[config.mk]
export PLATFORM = sky130hd
export DESIGN_NAME = differential_drive_ramp_core
export DESIGN_NICKNAME = d
export VERILOG_FILES = /design/src/design/ddr_pkg.sv /design/src/design/ddr_cfg.sv /design/src/design/ddr_step.sv /design/src/design/differential_drive_ramp_core.sv
export SDC_FILE = /design/constraint.sdc
export NUM_CORES = 1
export LEC_CHECK = 0
export BUFFER_PORTS_ARGS = -buffer_cell sky130_fd_sc_hd__buf_2
export CORE_MARGIN = 2
export CORE_UTILIZATION = 45
export CTS_CLUSTER_SIZE = 16
export DETAILED_ROUTE_END_ITERATION = 10
export PLACE_DENSITY = 0.67
export SYNTH_ARGS = -nofsm -noshare
export SYNTH_HDL_FRONTEND = slang
export SYNTH_SLANG_ARGS = --single-unit
[constraint.sdc]
create_clock -name clk -period 4.8 [get_ports clk]
set_input_delay 0.24 -clock clk [delete_from_list [all_inputs] [get_ports clk]]
set_output_delay 0.24 -clock clk [all_outputs]
set_load 0.02 [all_outputs]
[src/design/ddr_pkg.sv]
// ----------------------------------------------------------------------------
// ddr_pkg
// Shared types and constants of the differential drive ramp core.
// ----------------------------------------------------------------------------
package ddr_pkg;

	// event kinds on the input channel
	typedef enum logic [1:0] {
		KIND_PRESS   = 2'd0,
		KIND_RELEASE = 2'd1,
		KIND_TICK    = 2'd2
	} kind_t;

	// direction keys, also the bit positions of the direction flags
	localparam logic [1:0] DIR_UP    = 2'd0;
	localparam logic [1:0] DIR_DOWN  = 2'd1;
	localparam logic [1:0] DIR_LEFT  = 2'd2;
	localparam logic [1:0] DIR_RIGHT = 2'd3;

	// register indexes of the configuration port
	localparam logic [1:0] REG_MAX_LEFT  = 2'd0;
	localparam logic [1:0] REG_MAX_RIGHT = 2'd1;
	localparam logic [1:0] REG_STOP      = 2'd2;

	localparam int unsigned CfgW   = 10;
	localparam int unsigned SpeedW = 11;
	localparam int unsigned AddrW  = 4;
	localparam int unsigned DataW  = 32;

	localparam logic [CfgW-1:0] MaxLeftRst  = 10'd100;
	localparam logic [CfgW-1:0] MaxRightRst = 10'd100;
	localparam logic [CfgW-1:0] StopRst     = 10'd0;

	// speed change per step
	localparam logic signed [SpeedW:0] StepSize = 12'sd10;

	typedef struct packed {
		logic [CfgW-1:0] max_left;
		logic [CfgW-1:0] max_right;
		logic [CfgW-1:0] stop;
	} cfg_t;

	typedef struct packed {
		logic                     has_result;
		logic [3:0]               flags;
		logic signed [SpeedW-1:0] left;
		logic signed [SpeedW-1:0] right;
		logic                     ramping;
	} step_t;

endpackage

[src/design/ddr_cfg.sv]
// ----------------------------------------------------------------------------
// ddr_cfg
// Configuration registers behind the APB-style port.
// ----------------------------------------------------------------------------
module ddr_cfg (
	input  logic                      clk,
	input  logic                      arst_n,
	input  logic                      psel,
	input  logic                      penable,
	input  logic                      pwrite,
	input  logic [ddr_pkg::AddrW-1:0] paddr,
	input  logic [ddr_pkg::DataW-1:0] pwdata,
	output logic [ddr_pkg::DataW-1:0] prdata,
	output logic                      pready,
	output ddr_pkg::cfg_t             cfg
);
	import ddr_pkg::*;

	cfg_t       cfg_q;
	logic [1:0] reg_idx;
	logic       wr_en;

	assign reg_idx = paddr[3:2];
	assign wr_en   = psel && penable && pwrite;
	assign pready  = 1'b1;
	assign cfg     = cfg_q;

	always_ff @(posedge clk or negedge arst_n) begin
		if (!arst_n) begin
			cfg_q.max_left  <= MaxLeftRst;
			cfg_q.max_right <= MaxRightRst;
			cfg_q.stop      <= StopRst;
		end else if (wr_en) begin
			// writes outside the register list are dropped
			case (reg_idx)
				REG_MAX_LEFT:  cfg_q.max_left  <= pwdata[CfgW-1:0];
				REG_MAX_RIGHT: cfg_q.max_right <= pwdata[CfgW-1:0];
				REG_STOP:      cfg_q.stop      <= pwdata[CfgW-1:0];
				default: ;
			endcase
		end
	end

	always_comb begin
		prdata = '0;
		case (reg_idx)
			REG_MAX_LEFT:  prdata = {{(DataW-CfgW){1'b0}}, cfg_q.max_left};
			REG_MAX_RIGHT: prdata = {{(DataW-CfgW){1'b0}}, cfg_q.max_right};
			REG_STOP:      prdata = {{(DataW-CfgW){1'b0}}, cfg_q.stop};
			default:       prdata = '0;
		endcase
	end

endmodule

[src/design/ddr_step.sv]
// ----------------------------------------------------------------------------
// ddr_step
// One event: flag update, target selection and slew-limited speed step.
// ----------------------------------------------------------------------------
module ddr_step (
	input  logic                             valid,
	input  logic [1:0]                       kind,
	input  logic [1:0]                       key,
	input  logic                             auto_repeat,
	input  ddr_pkg::cfg_t                    cfg,
	input  logic [3:0]                       flags,
	input  logic signed [ddr_pkg::SpeedW-1:0] left_now,
	input  logic signed [ddr_pkg::SpeedW-1:0] right_now,
	input  logic                             ramping,
	output ddr_pkg::step_t                   step
);
	import ddr_pkg::*;

	logic [3:0]               key_bit;
	logic                     key_set;
	logic                     press_evt;
	logic                     release_evt;
	logic                     tick_evt;
	logic                     run;
	logic [3:0]               flags_new;
	logic signed [SpeedW-1:0] ml;
	logic signed [SpeedW-1:0] mr;
	logic signed [SpeedW-1:0] st;
	logic signed [SpeedW-1:0] tl;
	logic signed [SpeedW-1:0] tr;
	logic                     at_tgt;

	function automatic logic signed [SpeedW-1:0] move_toward(
		input logic signed [SpeedW-1:0] cur,
		input logic signed [SpeedW-1:0] tgt
	);
		logic signed [SpeedW:0] cur_x;
		logic signed [SpeedW:0] diff;
		logic signed [SpeedW:0] nxt;
		cur_x = {cur[SpeedW-1], cur};
		diff  = {tgt[SpeedW-1], tgt} - cur_x;
		// within one step of the target: land on it
		if (diff > StepSize) begin
			nxt = cur_x + StepSize;
		end else if (diff < -StepSize) begin
			nxt = cur_x - StepSize;
		end else begin
			nxt = {tgt[SpeedW-1], tgt};
		end
		return nxt[SpeedW-1:0];
	endfunction

	assign key_bit     = 4'b0001 << key;
	assign key_set     = |(flags & key_bit);
	assign press_evt   = (kind == KIND_PRESS) && !auto_repeat && !key_set;
	assign release_evt = (kind == KIND_RELEASE) && !auto_repeat && key_set;
	assign tick_evt    = (kind == KIND_TICK) && ramping;
	assign run         = press_evt || release_evt || tick_evt;

	always_comb begin
		flags_new = flags;
		if (press_evt) begin
			flags_new = flags | key_bit;
		end else if (release_evt) begin
			flags_new = flags & ~key_bit;
		end
	end

	assign ml = {1'b0, cfg.max_left};
	assign mr = {1'b0, cfg.max_right};
	assign st = {1'b0, cfg.stop};

	// up beats down, left beats right
	always_comb begin
		priority if (flags_new[DIR_UP]) begin
			priority if (flags_new[DIR_LEFT]) begin
				tl = st;
				tr = mr;
			end else if (flags_new[DIR_RIGHT]) begin
				tl = ml;
				tr = st;
			end else begin
				tl = ml;
				tr = mr;
			end
		end else if (flags_new[DIR_DOWN]) begin
			priority if (flags_new[DIR_LEFT]) begin
				tl = st;
				tr = -mr;
			end else if (flags_new[DIR_RIGHT]) begin
				tl = -ml;
				tr = st;
			end else begin
				tl = -ml;
				tr = -mr;
			end
		end else if (flags_new[DIR_LEFT]) begin
			tl = -ml;
			tr = mr;
		end else if (flags_new[DIR_RIGHT]) begin
			tl = ml;
			tr = -mr;
		end else begin
			tl = st;
			tr = st;
		end
	end

	assign at_tgt = (left_now == tl) && (right_now == tr);

	always_comb begin
		step.has_result = valid && run;
		step.flags      = flags_new;
		step.left       = left_now;
		step.right      = right_now;
		step.ramping    = ramping;
		if (run && !at_tgt) begin
			step.left  = move_toward(left_now, tl);
			step.right = move_toward(right_now, tr);
		end
		if (run) begin
			step.ramping = !at_tgt;
		end
	end

endmodule

[src/design/differential_drive_ramp_core.sv]
// ----------------------------------------------------------------------------
// differential_drive_ramp_core
// Slew-rate-limited differential drive: key events to wheel speed commands.
// ----------------------------------------------------------------------------
// Input channel (evt_valid/evt_ready) carries key presses, key releases and
// timer ticks. Output channel (cmd_valid/cmd_ready) carries one wheel speed
// command for each event that runs a ramp step; ignored events (auto-repeat,
// redundant keys, ticks while not ramping, unknown kinds) give no command.
// An event is registered into the input register on transfer; processing it
// updates the drive state and loads the output register, which drives
// cmd_valid. One event per cycle is taken while the output side keeps up;
// the output register lets a new event enter while the previous command
// waits. When the receiver stalls, an event that produces a command holds
// in the input register and evt_ready drops.
// Reset clears the direction flags, ramping flag and both speeds (to the
// stop level reset value) and restores the configuration registers.
// Configuration is written over the APB-style port while the block is idle: a user rule, unchecked.
// ----------------------------------------------------------------------------
module differential_drive_ramp_core (
	input  logic                              clk,
	input  logic                              arst_n,
	input  logic                              psel,
	input  logic                              penable,
	input  logic                              pwrite,
	input  logic [ddr_pkg::AddrW-1:0]         paddr,
	input  logic [ddr_pkg::DataW-1:0]         pwdata,
	output logic [ddr_pkg::DataW-1:0]         prdata,
	output logic                              pready,
	input  logic                              evt_valid,
	output logic                              evt_ready,
	input  logic [1:0]                        kind,
	input  logic [1:0]                        key,
	input  logic                              auto_repeat,
	output logic                              cmd_valid,
	input  logic                              cmd_ready,
	output logic signed [ddr_pkg::SpeedW-1:0] left_speed,
	output logic signed [ddr_pkg::SpeedW-1:0] right_speed,
	output logic                              still_ramping
);
	import ddr_pkg::*;

	cfg_t                     cfg;
	step_t                    step;

	logic                     valid_s1;
	logic [1:0]               kind_s1;
	logic [1:0]               key_s1;
	logic                     rep_s1;

	logic [3:0]               flags_q;
	logic signed [SpeedW-1:0] left_q;
	logic signed [SpeedW-1:0] right_q;
	logic                     ramping_q;

	logic                     out_valid_q;
	logic signed [SpeedW-1:0] out_left_q;
	logic signed [SpeedW-1:0] out_right_q;
	logic                     out_ramp_q;

	logic                     out_free;
	logic                     fire;

	ddr_cfg u_cfg (
		.clk     (clk),
		.arst_n  (arst_n),
		.psel    (psel),
		.penable (penable),
		.pwrite  (pwrite),
		.paddr   (paddr),
		.pwdata  (pwdata),
		.prdata  (prdata),
		.pready  (pready),
		.cfg     (cfg)
	);

	ddr_step u_step (
		.valid       (valid_s1),
		.kind        (kind_s1),
		.key         (key_s1),
		.auto_repeat (rep_s1),
		.cfg         (cfg),
		.flags       (flags_q),
		.left_now    (left_q),
		.right_now   (right_q),
		.ramping     (ramping_q),
		.step        (step)
	);

	assign out_free  = !out_valid_q || cmd_ready;
	// an event with no command never waits for the output side
	assign fire      = valid_s1 && (!step.has_result || out_free);
	assign evt_ready = !valid_s1 || fire;

	always_ff @(posedge clk or negedge arst_n) begin
		if (!arst_n) begin
			valid_s1 <= 1'b0;
		end else if (evt_ready) begin
			valid_s1 <= evt_valid;
		end
	end

	always_ff @(posedge clk) begin
		if (evt_ready && evt_valid) begin
			kind_s1 <= kind;
			key_s1  <= key;
			rep_s1  <= auto_repeat;
		end
	end

	always_ff @(posedge clk or negedge arst_n) begin
		if (!arst_n) begin
			flags_q   <= '0;
			left_q    <= {1'b0, StopRst};
			right_q   <= {1'b0, StopRst};
			ramping_q <= 1'b0;
		end else if (fire) begin
			flags_q   <= step.flags;
			left_q    <= step.left;
			right_q   <= step.right;
			ramping_q <= step.ramping;
		end
	end

	always_ff @(posedge clk or negedge arst_n) begin
		if (!arst_n) begin
			out_valid_q <= 1'b0;
		end else if (fire && step.has_result) begin
			out_valid_q <= 1'b1;
		end else if (cmd_ready) begin
			out_valid_q <= 1'b0;
		end
	end

	always_ff @(posedge clk) begin
		if (fire && step.has_result) begin
			out_left_q  <= step.left;
			out_right_q <= step.right;
			out_ramp_q  <= step.ramping;
		end
	end

	assign cmd_valid     = out_valid_q;
	assign left_speed    = out_left_q;
	assign right_speed   = out_right_q;
	assign still_ramping = out_ramp_q;

endmodule
==> metrics.cfg <==
[sta]
fin_crit_ns=4.92
fmax_ghz=0.203
worst_pin_slew_ns=0.808
final-hold-violation-count=0
finalSetupViolations=22
drv_slew=0
rsz0062_at_grt=true
finalWorstSetupSlack_ns=-0.125
slew_headroom=0.461
min_period_over_period=1.03
fin_hold_ws_ns=0.00874
fin_setup_tns_ns=-1.22
finClkSkew_ns=0.00963

[clocking]
clock_sinks=87
clock_latency_ns=0.36
cts_htree_levels=3
cts-root-buf=clkbuf_16
clock_path_buffers=2
cts_tree=built
cts_made_buffers=9
clkTransAtPathRegs_ns=0.08

[cells_and_area]
design_area_um2=11000
final_common_cell=buf_4
diodes=0
nets=1220
drive_above_1_share=0.442
layout_common_cells=182 x buf_4, 79 x nand2_1, 59 x nor2_1, 59 x buf_2
num-fill-cells=1278
area_delta_synth_final_pct=42.5
utilization=0.661

[drt]
drtAntennaViolNets=0
first_pass_iters=8
routed_wirelength_mm=24.6
remaining_drc_errors=0
drt-vias-per-instance=5.86
drt_iter0_markers=590
wl_per_cell_um=18.0
via_count=8013

[placement]
hpwl_mm=15.7
place_congestion=0.907
placed_area_um2=9190
port_buffers=58

[grt]
grt_pass1_vias=7215
track_usage=0.243
grt_max_degree=60
grt_pass1_wl_mm=35.7
grt-ovfl-total=0
antenna_found_initial=0

[floorplan]
die_y_um=135
row_count=47
ioPinCount=106
die_area_um2=18300
core_um2=16700
die_x_um=135
start_util=0.464

[synth]
synth_flop_cell=dfrtp_1
ys_seq_elements=87
yosys.cell_types.count=91
synth-edff-count=28
ys_warn_count=0
syn_inst=913
syn_area_um2=7740
syn_avg_cell_area_um2=8.48
seq_area_frac_synth=0.300
synthArstFlopShare=0.678

[status]
violations=setup timing
outcome=finished, violations left

[setup_path]
critPathCaptureType=flip-flop
worstPathMaxFanout=14
startpoint_type=flip-flop
critPathKind=reg -> reg
arrival_ns=5.04
worstPathRequired_ns=4.91

[min_path]
hp-class=in -> async

[flow_run]
drv_cap=0

synthesized netlist by cell type, drive strengths merged (9+ instances only):
library cell  instances  share of area
o21ai                72          0.047
inv                  48          0.023
nor2                 75          0.037
xnor2                22          0.025
edfxtp               28           0.11
buf                  41          0.037
xor2                 15          0.017
nor2b                12          0.011
dfrtp                53           0.17
a31oi                17          0.014
nor3                 23          0.015
nand3                21          0.014
a211oi                9          0.011
a21oi                69          0.046
nor4                 10          0.012
nand2b               10         0.0084
or3                  14          0.012
mux2i                25          0.034
a221oi                9          0.010
ha                   28          0.045
mux2                 47          0.069
clkbuf               32          0.016
nand2                83          0.040
worst paths after layout:
kind	start	cells after the start	end	slack, ns
worst max-delay path	kind_s1[1]	19	left_speed[3]	-0.12
worst min-delay path	arst_n	2	u_cfg.cfg[28]	0.009
worst max register to register	kind_s1[1]	19	left_speed[3]	-0.12
worst min register to register	ramping_q	1	ramping_q	0.56
max in group asynchronous	arst_n	2	right_q[0]	4.20
min in group clk	key[0]	1	key_s1[0]	0.06
worst max-delay path, cell delays in order, from the launching register on:
cell      delay [ns]
edfxtp_1        0.47
buf_4           0.19
nor4_4          0.30
mux2_4          0.37
buf_12          0.16
or3_1           0.36
a311oi_2        0.28
a31oi_4         0.08
inv_2           0.09
ha_4            0.20
a211oi_2        0.25
nor2_2          0.08
buf_4           0.16
nor4_2          0.38
nor3_4          0.10
nor4_4          0.42
mux2_4          0.30
nor2b_4         0.16
a21oi_2         0.04
mux2_2          0.26
cell type report:
cell class	count	area, um^2	share of cell area
Timing Repair Buffer	269	2080	0.189
Clock buffer	9	225	0.0204
Clock inverter	7	56.3	0.00510
Sequential cell	87	2320	0.211
Multi-Input combinational cell	725	5880	0.533
Tap cell	220	275	0.0249
Inverter	50	188	0.0170
metal layers:
metal  vias to the layer above  track usage  share of wire
li1                       3769            -              -
met1                      3868        0.333           0.43
met2                       321        0.402           0.48
met3                        55       0.0288          0.055
met4                         0       0.0775          0.027
met5                         -            0              0
cells by family after synthesis:
| kind of cell | synth area share |
|---|---|
| simple gates | 0.191 |
| compound gates | 0.232 |
| buf+inv | 0.0771 |
| flops | 0.300 |
| mux | 0.106 |
| xor+xnor | 0.0419 |
| fa+ha+maj | 0.0504 |
| other cells | 0.000970 |
sequential cells by signal, indices dropped and copies added (netlist names):
name	cells
cmd_valid	1
flags_q	4
key_s1	2
kind_s1	2
left_q	11
left_speed	11
ramping_q	1
rep_s1	1
right_q	11
right_speed	11
still_ramping	1
u_cfg.cfg	30
valid_s1	1
per-stage QoR:
| step | worst slack, ns | instances |
|---|---|---|
| floorplan | 0.00581 | 934 |
| global placement | -0.182 | 1286 |
| detailed placement | -0.193 | 1286 |
| CTS | -0.00822 | 1327 |
| global route | -0.296 | 1367 |
| finish | -0.125 | 1367 |
timing repair:
action | in CTS | in global routing
gates cloned | 2 | 3
resized for setup | 50 | 174
endpoints found under the hold margin | 0 | 0
pin swaps | 18 | 72
hold buffers | 0 | 0
setup buffers | 23 | 38
setup endpoints to repair | 35 | 44
Power is left out: the tool's default activity adds up to more than one toggle a clock period on the data nets, which glitch-free logic cannot reach.
